--- src/design/clpr_pkg.sv ---
// Package for the circular list with positional remove.
// Holds sizes, operation and result codes, controller states, the
// controller/datapath command and status structs, and ring arithmetic.
package clpr_pkg;

    localparam int CAPACITY = 16;
    localparam int IDX_W    = (CAPACITY > 1) ? $clog2(CAPACITY) : 1;
    localparam int CNT_W    = $clog2(CAPACITY + 1);
    localparam int SUM_W    = $clog2(2 * CAPACITY);
    localparam int OP_W     = 2;
    localparam int VAL_W    = 32;
    localparam int POS_W    = 5;
    localparam int OCNT_W   = 5;
    localparam int RES_W    = 2;
    localparam int CMP_W    = (CNT_W > POS_W) ? CNT_W + 1 : POS_W + 1;

    typedef logic [IDX_W-1:0] t_idx;
    typedef logic [CNT_W-1:0] t_cnt;

    typedef enum logic [OP_W-1:0] {
        OP_INS_FRONT = 2'd0,
        OP_INS_BACK  = 2'd1,
        OP_REMOVE    = 2'd2,
        OP_NONE      = 2'd3
    } t_op;

    typedef enum logic [RES_W-1:0] {
        RES_DONE   = 2'd0,
        RES_FULL   = 2'd1,
        RES_BADPOS = 2'd2
    } t_res;

    typedef enum logic [2:0] {
        ST_IDLE,
        ST_DECIDE,
        ST_SHIFT,
        ST_DRAIN,
        ST_FRONT_LD,
        ST_RESULT
    } t_state;

    // Commands from the controller to the datapath.
    typedef struct packed {
        logic load;          // capture the accepted transaction
        logic do_insert;     // write the value and grow the list
        logic pop_front;     // advance the head, shrink, fetch new front
        logic front_ld;      // take the fetched entry as the front value
        logic dec;           // shrink the list by one entry
        logic shift_init;    // start the gap-closing sweep
        logic shift_step;    // move one entry up by one place
        logic set_res;       // record the result code
        t_res res_code;
        logic out_load;      // load the output register
    } t_cmd;

    // Status from the datapath to the controller.
    typedef struct packed {
        t_op  op;
        logic full;
        logic bad_pos;
        logic pos_is_one;
        logic needs_shift;
        logic shift_last;
        logic out_free;
    } t_stat;

    // (base + offset) modulo CAPACITY, with base < CAPACITY and
    // offset <= CAPACITY, so one conditional subtract suffices.
    function automatic t_idx ring_add(input t_idx base, input t_cnt offset);
        logic [SUM_W-1:0] sum;
        sum = SUM_W'(base) + SUM_W'(offset);
        if (sum >= SUM_W'(CAPACITY)) begin
            sum = sum - SUM_W'(CAPACITY);
        end
        return IDX_W'(sum);
    endfunction

endpackage

--- src/design/clpr_if.sv ---
// Handshake interfaces for the operation channel and the result channel.
// Depends on clpr_pkg for the field widths.
interface clpr_in_if import clpr_pkg::*; ();
    logic             valid;
    logic             ready;
    logic [OP_W-1:0]  operation;
    logic signed [VAL_W-1:0] value;
    logic [POS_W-1:0] position;

    modport source (output valid, output operation, output value, output position,
                    input ready);
    modport sink   (input valid, input operation, input value, input position,
                    output ready);
endinterface

interface clpr_out_if import clpr_pkg::*; ();
    logic              valid;
    logic              ready;
    logic [OCNT_W-1:0] entry_count;
    logic              is_empty;
    logic signed [VAL_W-1:0] front_value;
    logic [RES_W-1:0]  status;

    modport source (output valid, output entry_count, output is_empty,
                    output front_value, output status, input ready);
    modport sink   (input valid, input entry_count, input is_empty,
                    input front_value, input status, output ready);
endinterface

--- src/design/clpr_ctrl.sv ---
// Controller state machine of the circular list.
// Depends on clpr_pkg; drives commands into clpr_dpath and reads its status.
module clpr_ctrl import clpr_pkg::*; (
    input  logic  i_clk,
    input  logic  i_rst_n,
    input  logic  i_in_valid,
    input  t_stat i_stat,
    output logic  o_in_ready,
    output t_cmd  o_cmd
);

    t_state r_state;
    t_state n_state;

    always_ff @(posedge i_clk) begin
        if (!i_rst_n) begin
            r_state <= ST_IDLE;
        end else begin
            r_state <= n_state;
        end
    end

    always_comb begin
        n_state = r_state;
        unique case (r_state)
            ST_IDLE: begin
                if (i_in_valid) n_state = ST_DECIDE;
            end
            ST_DECIDE: begin
                if (i_stat.op == OP_REMOVE && !i_stat.bad_pos) begin
                    if (i_stat.pos_is_one) begin
                        n_state = ST_FRONT_LD;
                    end else if (i_stat.needs_shift) begin
                        n_state = ST_SHIFT;
                    end else begin
                        n_state = ST_RESULT;
                    end
                end else begin
                    n_state = ST_RESULT;
                end
            end
            ST_SHIFT: begin
                if (i_stat.shift_last) n_state = ST_DRAIN;
            end
            ST_DRAIN:    n_state = ST_RESULT;
            ST_FRONT_LD: n_state = ST_RESULT;
            ST_RESULT: begin
                if (i_stat.out_free) n_state = ST_IDLE;
            end
            default:     n_state = ST_IDLE;
        endcase
    end

    always_comb begin
        o_cmd      = '0;
        o_cmd.res_code = RES_DONE;
        o_in_ready = 1'b0;
        unique case (r_state)
            ST_IDLE: begin
                o_in_ready = 1'b1;
                o_cmd.load = i_in_valid;
            end
            ST_DECIDE: begin
                o_cmd.set_res = 1'b1;
                unique case (i_stat.op)
                    OP_INS_FRONT, OP_INS_BACK: begin
                        if (i_stat.full) begin
                            o_cmd.res_code = RES_FULL;
                        end else begin
                            o_cmd.do_insert = 1'b1;
                        end
                    end
                    OP_REMOVE: begin
                        if (i_stat.bad_pos) begin
                            o_cmd.res_code = RES_BADPOS;
                        end else if (i_stat.pos_is_one) begin
                            o_cmd.pop_front = 1'b1;
                        end else if (i_stat.needs_shift) begin
                            o_cmd.shift_init = 1'b1;
                        end else begin
                            o_cmd.dec = 1'b1;
                        end
                    end
                    OP_NONE: ;
                    default: ;
                endcase
            end
            ST_SHIFT:    o_cmd.shift_step = 1'b1;
            ST_DRAIN:    o_cmd.dec = 1'b1;
            ST_FRONT_LD: o_cmd.front_ld = 1'b1;
            ST_RESULT:   o_cmd.out_load = i_stat.out_free;
            default: ;
        endcase
    end

endmodule

--- src/design/clpr_dpath.sv ---
// Datapath of the circular list: entry memory, head and count registers,
// front value register, gap-closing sweep and the output register.
// Depends on clpr_pkg; controlled by clpr_ctrl through t_cmd and t_stat.
module clpr_dpath import clpr_pkg::*; (
    input  logic                    i_clk,
    input  logic                    i_rst_n,
    input  t_cmd                    i_cmd,
    input  logic [OP_W-1:0]         i_operation,
    input  logic signed [VAL_W-1:0] i_value,
    input  logic [POS_W-1:0]        i_position,
    input  logic                    i_out_ready,
    output t_stat                   o_stat,
    output logic                    o_out_valid,
    output logic [OCNT_W-1:0]       o_entry_count,
    output logic                    o_is_empty,
    output logic signed [VAL_W-1:0] o_front_value,
    output logic [RES_W-1:0]        o_status
);

    logic [VAL_W-1:0] r_mem [CAPACITY];
    logic [VAL_W-1:0] r_rd_data;

    t_op              r_op;
    logic [VAL_W-1:0] r_val;
    logic [POS_W-1:0] r_pos;
    t_idx             r_head;
    t_cnt             r_count;
    logic [VAL_W-1:0] r_front;
    t_cnt             r_idx;
    t_cnt             r_widx;
    logic             r_pend;
    t_res             r_res;

    logic                    r_out_valid;
    logic [OCNT_W-1:0]       r_out_count;
    logic                    r_out_empty;
    logic signed [VAL_W-1:0] r_out_front;
    logic [RES_W-1:0]        r_out_status;

    t_idx             head_dec;
    t_idx             ins_addr;
    t_idx             wr_addr;
    t_idx             rd_addr;
    logic             wr_en;
    logic [VAL_W-1:0] wr_data;
    logic [CMP_W-1:0] pos_ext;
    logic [CMP_W-1:0] cnt_ext;
    logic [CMP_W-1:0] idx2_ext;

    assign head_dec = (r_head == '0) ? IDX_W'(CAPACITY - 1) : r_head - 1'b1;
    assign ins_addr = (r_op == OP_INS_FRONT) ? head_dec : ring_add(r_head, r_count);

    assign pos_ext  = CMP_W'(r_pos);
    assign cnt_ext  = CMP_W'(r_count);
    assign idx2_ext = CMP_W'(r_idx) + CMP_W'(2);

    assign o_stat.op          = r_op;
    assign o_stat.full        = (cnt_ext >= CMP_W'(CAPACITY));
    assign o_stat.bad_pos     = (r_pos == '0) || (pos_ext > cnt_ext);
    assign o_stat.pos_is_one  = (pos_ext == CMP_W'(1));
    assign o_stat.needs_shift = (pos_ext < cnt_ext);
    assign o_stat.shift_last  = (idx2_ext >= cnt_ext);
    assign o_stat.out_free    = !r_out_valid || i_out_ready;

    // A pending sweep write always lands one place below the entry whose read
    // produced its data, so reads run ahead of writes without a hazard.
    assign wr_en   = r_pend || i_cmd.do_insert;
    assign wr_addr = r_pend ? ring_add(r_head, r_widx) : ins_addr;
    assign wr_data = r_pend ? r_rd_data : r_val;
    assign rd_addr = i_cmd.shift_step ? ring_add(r_head, r_idx + 1'b1)
                                      : ring_add(r_head, t_cnt'(1));

    always_ff @(posedge i_clk) begin
        if (wr_en) begin
            r_mem[wr_addr] <= wr_data;
        end
        r_rd_data <= r_mem[rd_addr];
    end

    always_ff @(posedge i_clk) begin
        if (i_cmd.load) begin
            r_op  <= t_op'(i_operation);
            r_val <= i_value;
            r_pos <= i_position;
        end
        if (i_cmd.set_res) begin
            r_res <= i_cmd.res_code;
        end
        if (i_cmd.front_ld) begin
            r_front <= r_rd_data;
        end else if (i_cmd.do_insert &&
                     (r_op == OP_INS_FRONT || r_count == '0)) begin
            r_front <= r_val;
        end
        if (i_cmd.shift_init) begin
            r_idx <= t_cnt'(r_pos - 1'b1);
        end else if (i_cmd.shift_step) begin
            r_idx  <= r_idx + 1'b1;
            r_widx <= r_idx;
        end
        if (i_cmd.out_load) begin
            r_out_count  <= OCNT_W'(r_count);
            r_out_empty  <= (r_count == '0);
            r_out_front  <= (r_count == '0) ? '0 : r_front;
            r_out_status <= r_res;
        end
    end

    always_ff @(posedge i_clk) begin
        if (!i_rst_n) begin
            r_head      <= '0;
            r_count     <= '0;
            r_pend      <= 1'b0;
            r_out_valid <= 1'b0;
        end else begin
            r_pend <= i_cmd.shift_step;
            if (i_cmd.do_insert) begin
                r_count <= r_count + 1'b1;
                if (r_op == OP_INS_FRONT) begin
                    r_head <= head_dec;
                end
            end else if (i_cmd.pop_front) begin
                r_count <= r_count - 1'b1;
                r_head  <= ring_add(r_head, t_cnt'(1));
            end else if (i_cmd.dec) begin
                r_count <= r_count - 1'b1;
            end
            if (i_cmd.out_load) begin
                r_out_valid <= 1'b1;
            end else if (i_out_ready) begin
                r_out_valid <= 1'b0;
            end
        end
    end

    assign o_out_valid   = r_out_valid;
    assign o_entry_count = r_out_count;
    assign o_is_empty    = r_out_empty;
    assign o_front_value = r_out_front;
    assign o_status      = r_out_status;

endmodule

--- src/design/circular_list_with_positional_remove_core.sv ---
// Top level of the circular list with positional remove.
// Depends on clpr_pkg, clpr_if, clpr_ctrl and clpr_dpath.
//
// Usage:
//   i_in carries one operation per transaction: insert at front, insert at
//   back, or remove at a 1-based position. o_out returns exactly one result
//   transaction per operation: the entry count after the operation, an empty
//   flag, the front value (zero when empty) and a status code (done, full
//   and insert dropped, or bad position ignored).
//   The block works on one operation at a time. i_in.ready is high only
//   while the controller is idle; an accepted operation is decoded in the
//   next cycle. Inserts, rejected operations and removes of the last entry
//   behind the front go from the decode state straight to the result
//   state, which loads the output register. A remove at the first position
//   passes through a state that fetches the new front from the entry memory.
//   A remove at a later position closes the gap by moving each entry behind
//   it up one place, one entry per cycle through the entry memory's one read
//   and one write port, then a drain state finishes the last write.
//   A finished result waits in the output register; if the receiver stalls,
//   the controller holds the next result in the datapath and keeps i_in.ready
//   low until the register frees up.
//   Synchronous reset empties the list and drops any pending result; the
//   entry memory itself is not cleared and needs no clearing pass.
module circular_list_with_positional_remove_core import clpr_pkg::*; (
    input  logic              i_clk,
    input  logic              i_rst_n,
    clpr_in_if.sink           i_in,
    clpr_out_if.source        o_out
);

    t_cmd  cmd;
    t_stat stat;

    // The controller sequences each transaction; it never touches payload.
    clpr_ctrl u_ctrl (
        .i_clk      (i_clk),
        .i_rst_n    (i_rst_n),
        .i_in_valid (i_in.valid),
        .i_stat     (stat),
        .o_in_ready (i_in.ready),
        .o_cmd      (cmd)
    );

    // The datapath owns the list storage and the output register.
    clpr_dpath u_dpath (
        .i_clk         (i_clk),
        .i_rst_n       (i_rst_n),
        .i_cmd         (cmd),
        .i_operation   (i_in.operation),
        .i_value       (i_in.value),
        .i_position    (i_in.position),
        .i_out_ready   (o_out.ready),
        .o_stat        (stat),
        .o_out_valid   (o_out.valid),
        .o_entry_count (o_out.entry_count),
        .o_is_empty    (o_out.is_empty),
        .o_front_value (o_out.front_value),
        .o_status      (o_out.status)
    );

    // The list never holds more than its capacity.
    a_count_bound: assert property (@(posedge i_clk) disable iff (!i_rst_n)
        o_out.valid |-> (int'(o_out.entry_count) <= CAPACITY))
        else $error("entry count exceeds capacity");

    // An empty list reports a zero count and a zero front value.
    a_empty_front: assert property (@(posedge i_clk) disable iff (!i_rst_n)
        (o_out.valid && o_out.is_empty) |->
            (o_out.entry_count == '0 && o_out.front_value == '0))
        else $error("empty result with nonzero count or front");

    // A dropped insert is only reported when the list is at capacity.
    a_full_status: assert property (@(posedge i_clk) disable iff (!i_rst_n)
        (o_out.valid && o_out.status == RES_FULL) |->
            (int'(o_out.entry_count) == CAPACITY))
        else $error("full status below capacity");

    // After acceptance the controller is busy and takes no new transaction.
    a_busy_after_accept: assert property (@(posedge i_clk) disable iff (!i_rst_n)
        (i_in.valid && i_in.ready) |=> !i_in.ready)
        else $error("transaction accepted while busy");

endmodule
--- src/flat_wrapper.sv ---
// flat-port wrapper written by rule: the top's interface ports become plain ports
module circular_list_with_positional_remove_core_flat import clpr_pkg::*;
  (i_clk, i_rst_n, i_in_valid, i_in_operation, i_in_value, i_in_position, i_in_ready, o_out_valid, o_out_entry_count, o_out_is_empty, o_out_front_value, o_out_status, o_out_ready);
  clpr_in_if i_in_i ();
  clpr_out_if o_out_i ();
  input  logic i_clk;
  input  logic i_rst_n;
  input wire logic [$bits(i_in_i.valid)-1:0] i_in_valid;
  input wire logic [$bits(i_in_i.operation)-1:0] i_in_operation;
  input wire logic [$bits(i_in_i.value)-1:0] i_in_value;
  input wire logic [$bits(i_in_i.position)-1:0] i_in_position;
  output wire logic [$bits(i_in_i.ready)-1:0] i_in_ready;
  output wire logic [$bits(o_out_i.valid)-1:0] o_out_valid;
  output wire logic [$bits(o_out_i.entry_count)-1:0] o_out_entry_count;
  output wire logic [$bits(o_out_i.is_empty)-1:0] o_out_is_empty;
  output wire logic [$bits(o_out_i.front_value)-1:0] o_out_front_value;
  output wire logic [$bits(o_out_i.status)-1:0] o_out_status;
  input wire logic [$bits(o_out_i.ready)-1:0] o_out_ready;
  assign i_in_i.valid = i_in_valid;
  assign i_in_i.operation = i_in_operation;
  assign i_in_i.value = i_in_value;
  assign i_in_i.position = i_in_position;
  assign i_in_ready = i_in_i.ready;
  assign o_out_valid = o_out_i.valid;
  assign o_out_entry_count = o_out_i.entry_count;
  assign o_out_is_empty = o_out_i.is_empty;
  assign o_out_front_value = o_out_i.front_value;
  assign o_out_status = o_out_i.status;
  assign o_out_i.ready = o_out_ready;
  circular_list_with_positional_remove_core u_core (.i_clk(i_clk), .i_rst_n(i_rst_n), .i_in(i_in_i), .o_out(o_out_i));
endmodule
--- config.mk ---
export PLATFORM = sky130hd
export DESIGN_NAME = circular_list_with_positional_remove_core_flat
export DESIGN_NICKNAME = d
export VERILOG_FILES = /design/src/design/clpr_pkg.sv /design/src/design/clpr_if.sv /design/src/design/clpr_ctrl.sv /design/src/design/clpr_dpath.sv /design/src/design/circular_list_with_positional_remove_core.sv /design/src/flat_wrapper.sv
export SDC_FILE = /design/constraint.sdc
export NUM_CORES = 1
export LEC_CHECK = 0
export BUFFER_PORTS_ARGS = -buffer_cell sky130_fd_sc_hd__clkbuf_2
export CAP_MARGIN = 20
export CORE_ASPECT_RATIO = 1.1
export CORE_MARGIN = 8
export CORE_UTILIZATION = 55
export DETAILED_ROUTE_END_ITERATION = 10
export PLACE_DENSITY = 0.81
export SLEW_MARGIN = 10
export SYNTH_ARGS = -nofsm -noshare
export SYNTH_HDL_FRONTEND = slang
export SYNTH_HIERARCHICAL = 1
export SYNTH_SLANG_ARGS = --single-unit
--- constraint.sdc ---
create_clock -name i_clk -period 6.2 [get_ports i_clk]
set_input_delay 0.31 -clock i_clk [delete_from_list [all_inputs] [get_ports i_clk]]
set_output_delay 0.31 -clock i_clk [all_outputs]
set_load 0.02 [all_outputs]
==> summary.md, run 1 <==
| Metric | Value |
|---|---|
| Clock Tree Buf Depth | 3 |
| Worst path most repeated cell | buf_4 |
| Htree depth | 2 |
| Synth Flop Type | edfxtp_1 |
| Register bit count reported by yosys | between 600 and 700 |
| Grt met3 use | 0.0407 |
| Worst Setup End Kind | register |
| HP Class | in2reg |
| Worst-path clk slew | roughly 0.06 ns |
| Nets@finish | 1650 |
| CP peak stage delay | 0.67 ns |
| Setup TNS | 0 ns |
| Unrepaired setup endpoints after global routing | false |
| Status | finished, final reports clean |
| Number of CTS-inserted buffers | a little over 60 |
| Ports | between 80 and 90 |
| Syn_area_per_cell | 19.0 sq um |
| Clk Latency, worst-skew pair | about 0.64 ns |
| CP delay by family, top | simple AND/OR/NAND/NOR gates |
| Clk sinks | 680 |
| Vias in the first global route | between 10000 and 15000 |
| Most Crowded Layer GR | met2 |
| Ys async rst share | 0 |
| Post-Route Utilization | 0.636 |
| GR Util met2 | 0.379 |
| Setup-failing EPs final | 0 |
| Slew Limit Fails | 0 |
| Initial Utilization | 0.554 |
| Arrival time worst endpoint | approximately 4.3 ns |
| Leak | between 10 and 15 nW |
| Chip Height | 248 microns |
| Post-synthesis cell area | around 27000 sq um |
| CTS resizes | 0 |
| Initial DRC Count | between 1000 and 1500 |
| Placed Cells | ~2100 |
| Num rows | between 80 and 90 |
| Tot GR Track Use | 0.214 |
| Startpoint Class | register |
| Worst Path Class, Setup | reg2reg |
| Max Freq | between 0.2 and 0.25 GHz |
| Fin crit period | 4.04 ns |
| First-pass GRT wire length | around 89000 microns |
| DRC | 0 |
| Routability cong. | between 0.7 and 0.8 |
| IO Port Bufs | between 80 and 90 |
| Tcrit/Tclk final | 0.651 |
| Overall Power | 0.0106 W |
| Register area | roughly 20000 sq um |
| Syn_nets | ~1500 |
| Global route overflow | 0 |
| TritonCTS clock tree | yes |
| Antenna diodes | 0 |
| EDFF count, synth | roughly 630 |
| Syn Inst Count | around 1400 |
| Multi-input logic area | roughly 6700 sq um |
| Core Region | 48700 sq um |
| Initial antenna violation count | 0 |
| Die Wd | between 200 and 250 microns |
| Worst Path Buf+Inv | 3 |
| Remaining antenna violation count | 0 |
| Cell Pwr Density | 343 nW/um^2 |
| Worst Path Max Fanout | 18 |
| Setup Skew | ~0.036 ns |
| DR WL/cell | 26.6 microns |
| Routed WL | around 60000 microns |
| Worst hold slack | ~0.073 ns |
| Critical path cell sequence | or3b_1 -> nor3_1 -> buf_4 -> inv_1 -> o31ai_1 -> nand3_1 -> nor2_4 -> buf_4 |
| Synth warn | 6 |
| Worst EP required | ~6.5 ns |
| Actual slew at the worst max-slew pin | roughly 1.1 ns |
| Sequential area share after synthesis | 0.740 |
| Via count | around 14000 |
| Library cells used by synthesis | between 50 and 60 |
| Post-Layout Cell Count | about 2300 |
| Largest net degree at the start of global routing | just under 90 |
| DIE AREA | 56400 sq um |
| Worst vdd ir | approximately 240 uV |
| Relative slew slack | 0.258 |
| CTS root buf | clkbuf_16 |
| Met1 Track Usage GR | 0.255 |
| Max-cap violation count | 0 |
| Slowest cell on crit path | nor2_4 |
| Hold Fails Final Rpt | 0 |
| Filler cells | between 3000 and 4000 |
| Vias per inst | 6.12 |
| Dpl hpwl | approximately 32000 microns |
| Layout cells sized above 1 | 0.257 |
| Layout area overhead | 14.7% |
| TritonRoute pass-1 iters | 7 |
[sequential cells by signal, summed over array words and instances (netlist names)]
signal,cells
u_core/u_dpath/r_count,5
u_core/u_dpath/r_pos,5
u_core/u_dpath/o_front_value,32
u_core/u_dpath/r_idx,5
u_core/u_dpath/r_op,2
u_core/u_dpath/r_rd_data,32
u_core/u_dpath/r_mem,512
u_core/u_dpath/r_widx,4
u_core/u_dpath/r_val,32
u_core/u_dpath/o_is_empty,1
u_core/u_dpath/o_out_valid,1
u_core/u_dpath/o_status,2
u_core/u_ctrl/r_state,3
u_core/u_dpath/r_front,32
u_core/u_dpath/o_entry_count,5
u_core/u_dpath/r_res,2
u_core/u_dpath/r_head,4
u_core/u_dpath/r_pend,1
[worst register-to-register path, delay by kind of cell (launching register included)]
family | cells | cell delay [ns]
DFF | 1 | 0.50
AOI/OAI and AO/OA | 1 | 0.46
buffers and inverters | 3 | 0.87
and+or+nand+nor | 4 | 1.83
[cell type report]
| cell class | instances | area share |
|---|---|---|
| flip-flops and latches | 680 | 0.645 |
| multi-input cells | 649 | 0.215 |
| clock buffers | 69 | 0.0506 |
| repair buffers | 159 | 0.0407 |
| well taps | 652 | 0.0264 |
| clock inverters | 45 | 0.0194 |
| inverters | 23 | 0.00279 |
[cells by family (layout without fill, tap and decap cells)]
logic type	count (synthesis)	in the layout	synth area share
simple gates	306	306	0.0543
xor+xnor	23	23	0.00746
fa+ha+maj	33	33	0.0164
buf+inv	90	296	0.0203
compound gates	90	90	0.0213
mux	197	197	0.141
flops	680	680	0.740
[per-stage QoR]
| step | setup WS [ns] | cell area, sq um |
|---|---|---|
| 3_3_place_gp | 2.30 | 28200 |
| 3_5_place_dp | 2.31 | 28300 |
| 6_report | 2.16 | 31000 |
| 2_1_floorplan | 1.70 | 27000 |
| 4_1_cts | 2.16 | 30800 |
| 5_1_grt | 2.03 | 31000 |
[power by group]
| group | internal [W] | switching [W] |
|---|---|---|
| registers | 0.00530 | 0.0000944 |
| clock network | 0.00234 | 0.00171 |
| logic | 0.000473 | 0.000711 |
| total | 0.00811 | 0.00252 |
[final timing paths]
check / startpoint / slack [ns] / end / cells past startpoint
hold / removal: o_out_ready / 0.07 / u_core/u_dpath/o_out_valid / 3
setup reg to reg: u_core/u_ctrl/r_state[0] / 2.16 / u_core/u_dpath/r_mem[11][30] / 8
hold reg to reg: u_core/u_dpath/r_res[0] / 0.44 / u_core/u_dpath/o_status[0] / 0
setup / recovery: u_core/u_ctrl/r_state[0] / 2.16 / u_core/u_dpath/r_mem[11][30] / 8
[metal layers]
metal / up-vias / wire (microns)
met4: 0 / 2340
met3: 150 / 4130
met5: - / 0
met1: 7175 / 22300
li1: 5930 / -
met2: 681 / 31900
[cells in the final DEF, fill, tap and decap left out, drive strengths merged, types with 26 or more instances in the layout]
cell type / netlist / final
buf: 32 / 36
ha: 29 / 29
edfxtp: 634 / 634
inv: 23 / 26
mux2: 64 / 64
dfxtp: 46 / 46
nor2b: 36 / 36
dlygate4sd3: 0 / 39
clkbuf: 31 / 153
nor2: 31 / 31
and3: 33 / 33
mux4: 128 / 128
nand2: 147 / 147
a31oi: 35 / 35
[synth_stat cells (2+ instances only)]
cell	count	area (sq um)
nand2b_1	10	62.6
clkbuf_8	7	96.3
a31oi_1	35	219
o311ai_0	2	17.5
edfxtp_1	634	19000
nand2_1	147	552
or3_1	2	12.5
buf_1	3	11.3
xor2_1	8	70.1
o21a_1	4	30.0
a21oi_1	15	75.1
inv_1	23	86.3
mux2i_1	5	50.1
dfxtp_1	46	921
o21ai_0	13	65.1
or2_2	5	31.3
and3_2	2	15.0
xnor2_1	15	131
mux4_2	90	2030
a21boi_0	2	15.0
nor3b_1	3	22.5
dlygate4sd1_1	4	35.0
clkbuf_1	20	75.1
buf_4	8	60.1
clkbuf_2	3	15.0
and3_1	31	194
buf_2	12	60.1
a21o_1	5	37.5
mux2_2	64	721
nor3_1	16	80.1
and2_1	9	56.3
buf_6	9	101
fa_1	4	80.1
mux4_1	38	998
ha_1	29	363
o31ai_1	2	15.0
nand3_1	8	40.0
nor2b_1	36	225
nor2_1	31	116
[what timing repair did]
action | CTS | global route
endpoints found under the hold margin | 39 | 0
setup endpoints to repair | 0 | 0
setup buffers | 0 | 0
hold buffers | 39 | 0
Note: power is estimated with default switching activity, not from simulation.
==> inputs of run 2 (changes only) <==
--- a/config.mk
+++ b/config.mk
@@ -11,7 +11,7 @@
 export CORE_MARGIN = 8
 export CORE_UTILIZATION = 55
 export DETAILED_ROUTE_END_ITERATION = 10
-export PLACE_DENSITY = 0.81
+export PLACE_DENSITY = 0.84
 export SLEW_MARGIN = 10
 export SYNTH_ARGS = -nofsm -noshare
 export SYNTH_HDL_FRONTEND = slang
==> constraint.sdc (replaced) <==
create_clock -name i_clk -period 3.7 [get_ports i_clk]
set_input_delay 0.185 -clock i_clk [delete_from_list [all_inputs] [get_ports i_clk]]
set_output_delay 0.185 -clock i_clk [all_outputs]
set_load 0.02 [all_outputs]
==> summary.md, run 2 (synthesis gave the netlist of run 1 again) <==
| Metric | Value |
|---|---|
| DRC | 0 (unchanged) |
| CTS root buf | clkbuf_16 (unchanged) |
| Worst Path Max Fanout | 6 (was 18) |
| Unrepaired setup endpoints after global routing | false (unchanged) |
| Slew Limit Fails | 0 (unchanged) |
| First-pass GRT wire length | 93800 microns (was 89100 microns) |
| Worst-path clk slew | 0.07 ns (was 0.06 ns) |
| Multi-input logic area | 6670 sq um (about the same) |
| Register area | 20000 sq um (unchanged) |
| IO Port Bufs | 84 (unchanged) |
| Worst Setup End Kind | register (unchanged) |
| Core Region | 48700 sq um (unchanged) |
| Post-Route Utilization | 0.641 (was 0.636) |
| Filler cells | 3063 (was 3152) |
| Chip Height | 248 microns (unchanged) |
| Largest net degree at the start of global routing | 81 (was 89) |
| Htree depth | 2 (unchanged) |
| Remaining antenna violation count | 0 (unchanged) |
| Clk sinks | 680 (unchanged) |
| Fin crit period | 3.43 ns (was 4.04 ns) |
| Max Freq | 0.291 GHz (was 0.248 GHz) |
| Antenna diodes | 0 (unchanged) |
| Die Wd | 227 microns (unchanged) |
| Vias in the first global route | 15000 (was 14600) |
| Combinational share of power | 0.111 (about the same) |
| Post-route worst setup slack | 0.265 ns (was 2.16 ns) |
| Worst vdd ir | 374 uV (was 236 uV) |
| Seq pwr share | 0.501 (was 0.508) |
| DR WL/cell | 27.7 microns (was 26.6 microns) |
| Final Instance Area | 31200 sq um (was 31000 sq um) |
| Placed Instance Area | 28500 sq um (was 28300 sq um) |
| Num rows | 85 (unchanged) |
| Placed Cells | 2143 (was 2119) |
| DIE AREA | 56400 sq um (unchanged) |
| Max-cap violation count | 0 (unchanged) |
| Via count | 14300 (was 13900) |
| Worst r2r path cells | 15 (was 8) |
| Tcrit/Tclk final | 0.928 (was 0.651) |
| Clk Latency, worst-skew pair | 0.65 ns (was 0.64 ns) |
| Vias per inst | 6.22 (was 6.12) |
| Sw Share | 0.234 (was 0.237) |
| Initial Utilization | 0.554 (unchanged) |
| Initial DRC Count | 1507 (was 1255) |
| TritonCTS clock tree | yes (unchanged) |
| Layout cells sized above 1 | 0.263 (was 0.257) |
| Internal power | 0.0138 W (was 0.00811 W) |
| Arrival time worst endpoint | 3.99 ns (was 4.31 ns) |
| Reg2Reg Setup Slack | 0.27 ns (was 2.16 ns) |
| Reg2Reg Launch Point | u_core/u_dpath/r_count[1] (was u_core/u_ctrl/r_state[0]) |
| Worst Hold Path EP | u_core/u_dpath/r_val[9] (was u_core/u_dpath/o_out_valid) |
| Hold depth | 2 (was 3) |
| Worst EP required | 4.26 ns (was 6.48 ns) |
| Setup-failing EPs final | 0 (unchanged) |
| Relative slew slack | 0.272 (was 0.258) |
| Leak | 10.5 nW (was 10.4 nW) |
| Number of CTS-inserted buffers | 61 (unchanged) |
| Initial antenna violation count | 0 (unchanged) |
| Overall Power | 0.0180 W (was 0.0106 W) |
| Dpl hpwl | 33200 microns (was 32300 microns) |
| Hold Fails Final Rpt | 0 (unchanged) |
| Routability cong. | 0.801 (was 0.788) |
| P_sw | 0.00422 W (was 0.00252 W) |
| Tot GR Track Use | 0.227 (was 0.214) |
| Global route overflow | 0 (unchanged) |
| Setup Skew | 0.0309 ns (was 0.0361 ns) |
| Min-Delay Startpoint | i_in_value[9] (was o_out_ready) |
| RR Endpoint | u_core/u_dpath/r_head[3] (was u_core/u_dpath/r_mem[11][30]) |
| Largest register by flop count | u_core/u_dpath/r_mem (unchanged) |
| Routed WL | 63700 microns (was 60600 microns) |
| Most frequent cells in the layout | edfxtp_1, nand2_1, mux4_2, clkbuf_2, mux2_2 (unchanged) |
| Ports | 85 (unchanged) |
| Pre-CTS WS | 0.286 ns (was 2.31 ns) |
| Nets@finish | 1673 (was 1650) |
| Cell Pwr Density | 578 nW/um^2 (was 343 nW/um^2) |
| HP Class | in2reg (unchanged) |
| Clock Tree Buf Depth | 3 (unchanged) |
| Max FFs per register | 512 (unchanged) |
| Post-Layout Cell Count | 2300 (was 2277) |
| Actual slew at the worst max-slew pin | 1.09 ns (was 1.11 ns) |
| Startpoint Class | register (unchanged) |
| Commonest non-fill, non-tap cell in the layout | edfxtp_1 (unchanged) |
| Worst Path Class, Setup | reg2reg (unchanged) |
| Power share of the clock group | 0.388 (was 0.381) |
| Layout area overhead | 15.6% (was 14.7%) |
| Status | finished, final reports clean (unchanged) |
| TritonRoute pass-1 iters | 5 (was 7) |
## run 2: final cells by class
class,instances,share of cell area
well taps,652,0.0261
inverters,23,0.00277
flip-flops and latches,680,0.640
clock buffers,74,0.0528
multi-input cells,649,0.214
repair buffers,182,0.0461
clock inverters,40,0.0187
## run 2: how the worst max path moves through the flow
stage                                         start                         end  slack (ns)  cells past startpoint
after floorplan            u_core/u_ctrl/r_state[0]  u_core/u_dpath/r_mem[0][0]       -0.80                      6
after global placement    u_core/u_dpath/r_count[1]   u_core/u_dpath/r_count[4]        0.42                     16
after detailed placement  u_core/u_dpath/r_count[1]    u_core/u_dpath/r_head[3]        0.29                     15
after CTS                 u_core/u_dpath/r_count[1]    u_core/u_dpath/r_head[3]        0.21                     15
after global routing      u_core/u_dpath/r_count[1]    u_core/u_dpath/r_head[3]        0.06                     15
final                     u_core/u_dpath/r_count[1]    u_core/u_dpath/r_head[3]        0.27                     15
## run 2: power groups by stage
stage | logic (W) | clock network (W) | registers [W]
after floorplan | 0.00130 | 0 | 0.00916
after global placement | 0.00185 | 0 | 0.00917
after detailed placement | 0.00192 | 0 | 0.00919
after CTS | 0.00200 | 0.00703 | 0.00904
after global routing | 0.00214 | 0.00733 | 0.00907
final | 0.00201 | 0.00700 | 0.00904
## run 2: metrics by stage
step / setup TNS [ns] / hold WS, ns
finish: 0 / 0.253
detailed placement: 0 / 0.364
global placement: 0 / 0.363
global route: 0 / 0.254
floorplan: -102.39 / 0.284
CTS: 0 / 0.228
## run 2: what timing repair did
action	4_1_cts	5_1_grt
endpoints found under the hold margin	52	0
endpoints found under the setup margin	0	1
hold buffers	43	0
buffers inserted	0	0
resized for setup	0	1
## run 2: worst max-delay path: stages, from the launching register on
cell and delay [ns]:
dfxtp_1 0.40, inv_1 0.16, ha_1 0.32, nor2b_1 0.14, o21a_1 0.16, o21ai_0 0.16, nand2b_1 0.09, a21oi_2 0.20
o21ai_0 0.14, or3b_2 0.54, nor3_1 0.18, buf_4 0.18, nand2_1 0.09, o221ai_1 0.19, o311ai_0 0.20, a31oi_1 0.20
## run 2: per-layer routing
metal,vias to the layer above,track usage,wire length [microns]
met4,0,0.111,2960
met1,7324,0.270,22500
met3,174,0.0344,5150
li1,5975,-,-
met5,-,0,0
met2,831,0.401,33100
==> inputs of run 3 (changes only) <==
--- a/config.mk
+++ b/config.mk
@@ -11,6 +11,7 @@
 export CORE_MARGIN = 8
 export CORE_UTILIZATION = 55
 export DETAILED_ROUTE_END_ITERATION = 10
+export MAX_ROUTING_LAYER = met4
 export PLACE_DENSITY = 0.84
 export SLEW_MARGIN = 10
 export SYNTH_ARGS = -nofsm -noshare
==> summary.md, run 3 (synthesis gave the netlist of run 1 again) <==
| Metric | Value |
|---|---|
| CTS root buf | clkbuf_16 (unchanged) |
| Nets@finish | 1678 (was 1673) |
| Vias in the first global route | 14900 (was 15000) |
| IO Port Bufs | 84 (unchanged) |
| Antenna diodes | 0 (unchanged) |
| Critical path endpoint | u_core/u_dpath/r_rd_data[17] (was u_core/u_dpath/r_head[3]) |
| Grt met3 use | 0.0343 (was 0.0344) |
| GR Util met2 | 0.387 (was 0.401) |
| Worst Path Max Fanout | 20 (was 6) |
| TritonRoute pass-1 iters | 5 (unchanged) |
| Global route overflow | 0 (unchanged) |
| Fin crit period | 3.48 ns (was 3.43 ns) |
| Setup TNS | 0 ns (unchanged) |
| HP Class | in2reg (unchanged) |
| Reg2Reg Setup Slack | 0.22 ns (was 0.27 ns) |
| Arrival time worst endpoint | 3.94 ns (was 3.99 ns) |
| Max-cap violation count | 0 (unchanged) |
| Initial Utilization | 0.554 (unchanged) |
| Setup-failing EPs final | 0 (unchanged) |
| Ports | 85 (unchanged) |
| Number of CTS-inserted buffers | 66 (was 61) |
| Hold depth | 2 (unchanged) |
| Routed WL | 62500 microns (was 63700 microns) |
| Commonest non-fill, non-tap cell in the layout | edfxtp_1 (unchanged) |
| Dpl hpwl | 33100 microns (was 33200 microns) |
| First-pass GRT wire length | 91700 microns (was 93800 microns) |
| Largest net degree at the start of global routing | 79 (was 81) |
| Htree depth | 3 (was 2) |
| Die Wd | 227 microns (unchanged) |
| Clk Latency, worst-skew pair | 0.61 ns (was 0.65 ns) |
| Via count | 14400 (was 14300) |
| Remaining antenna violation count | 0 (unchanged) |
| Layout area overhead | 15.0% (was 15.6%) |
| Setup Skew | 0.0271 ns (was 0.0309 ns) |
| Worst vdd ir | 409 uV (was 374 uV) |
| Unrepaired setup endpoints after global routing | false (unchanged) |
| DR WL/cell | 27.1 microns (was 27.7 microns) |
| Tcrit/Tclk final | 0.939 (was 0.928) |
| Core Region | 48700 sq um (unchanged) |
| Leak | 10.4 nW (was 10.5 nW) |
| TritonCTS clock tree | yes (unchanged) |
| DIE AREA | 56400 sq um (unchanged) |
| Tot GR Track Use | 0.228 (was 0.227) |
| Placed Cells | 2144 (was 2143) |
| Relative slew slack | 0.270 (was 0.272) |
| Post-route worst setup slack | 0.225 ns (was 0.265 ns) |
| Routability cong. | 0.818 (was 0.801) |
| Status | finished, final reports clean (unchanged) |
| Worst hold slack | 0.287 ns (was 0.253 ns) |
| Pre-CTS WS | 0.347 ns (was 0.286 ns) |
| Met1 Track Usage GR | 0.274 (was 0.270) |
| Clock Tree Buf Depth | 3 (unchanged) |
| Worst Setup End Kind | register (unchanged) |
| Post-Layout Cell Count | 2306 (was 2300) |
| Max Freq | 0.288 GHz (was 0.291 GHz) |
| Initial antenna violation count | 0 (unchanged) |
| Worst Path Class, Setup | reg2reg (unchanged) |
| Crit path from | u_core/u_dpath/r_idx[0] (was u_core/u_dpath/r_count[1]) |
| RR Endpoint | u_core/u_dpath/r_rd_data[17] (was u_core/u_dpath/r_head[3]) |
| Startpoint Class | register (unchanged) |
| Post-Route Utilization | 0.637 (was 0.641) |
| Setup repair bufs after CTS | 0 (unchanged) |
| Chip Height | 248 microns (unchanged) |
| Largest register by flop count | u_core/u_dpath/r_mem (unchanged) |
| Clk sinks | 680 (unchanged) |
| Worst r2r path cells | 10 (was 15) |
| Most frequent cells in the layout | edfxtp_1, nand2_1, mux4_2, clkbuf_2, clkbuf_16 (was edfxtp_1, nand2_1, mux4_2, clkbuf_2, mux2_2) |
| Reg2Reg Launch Point | u_core/u_dpath/r_idx[0] (was u_core/u_dpath/r_count[1]) |
| Slew Limit Fails | 0 (unchanged) |
| Num rows | 85 (unchanged) |
| Initial DRC Count | 1765 (was 1507) |
| Layout cells sized above 1 | 0.262 (was 0.263) |
| DRC | 0 (unchanged) |
| Most Crowded Layer GR | met2 (unchanged) |
| Cell Pwr Density | 568 nW/um^2 (was 578 nW/um^2) |
| Vias per inst | 6.23 (was 6.22) |
| Max FFs per register | 512 (unchanged) |
| Worst-path clk slew | 0.07 ns (about the same) |
| Hold Fails Final Rpt | 0 (unchanged) |
| Actual slew at the worst max-slew pin | 1.09 ns (about the same) |
| Worst EP required | 4.16 ns (was 4.26 ns) |
## run 3: worst min-delay path by stage
stage                                           to  slack [ns]         startpoint
after global placement    u_core/u_dpath/r_val[10]        0.36     i_in_value[10]
final                      u_core/u_dpath/r_val[3]        0.29      i_in_value[3]
after detailed placement    u_core/u_dpath/r_op[1]        0.36  i_in_operation[1]
after floorplan             u_core/u_dpath/r_op[0]        0.28  i_in_operation[0]
after global routing       u_core/u_dpath/r_val[3]        0.29      i_in_value[3]
after CTS                  u_core/u_dpath/r_val[3]        0.27      i_in_value[3]
## run 3: final cells by class
cell class                      count  area, sq um
Sequential cell                   680        20000
Fill cell                        3131        17700
Multi-Input combinational cell    649         6670
Clock buffer                       79         1750
Timing Repair Buffer              182         1400
Tap cell                          652          816
Clock inverter                     41          357
Inverter                           23         86.3
## run 3: critical path, stage by stage, from the launching register on
cell and delay [ns]:
edfxtp_1 0.50, ha_1 0.28, xor2_1 0.22, ha_1 0.37, a21oi_1 0.11, a211oi_1 0.39, o31ai_2 0.17, xnor2_2 0.77
buf_12 0.27, and3_1 0.19, a31oi_1 0.06
## run 3: metal layers
metal,vias to the layer above,share of wire
met1,7352,0.37
li1,5986,-
met2,846,0.52
met5,-,0
met4,0,0.041
met3,187,0.077
## run 3: repair_timing
| action | CTS | global route |
|---|---|---|
| hold buffers | 42 | 0 |
| endpoints found under the hold margin | 44 | 0 |
| resized for setup | 0 | 0 |
## run 3: power breakdown
part,switching [W],leakage (nW),internal [W]
Combinational,0.00119,3.29,0.000786
Clock,0.00289,1.03,0.00370
Sequential,0.000169,6.13,0.00888
Total,0.00425,10.4,0.0134
## run 3: through the flow
step | total power [W] | cell area (sq um)
global placement | 0.0110 | 28500
finish | 0.0176 | 31000
CTS | 0.0177 | 31000
global route | 0.0181 | 31000
floorplan | 0.0105 | 27000
detailed placement | 0.0111 | 28500
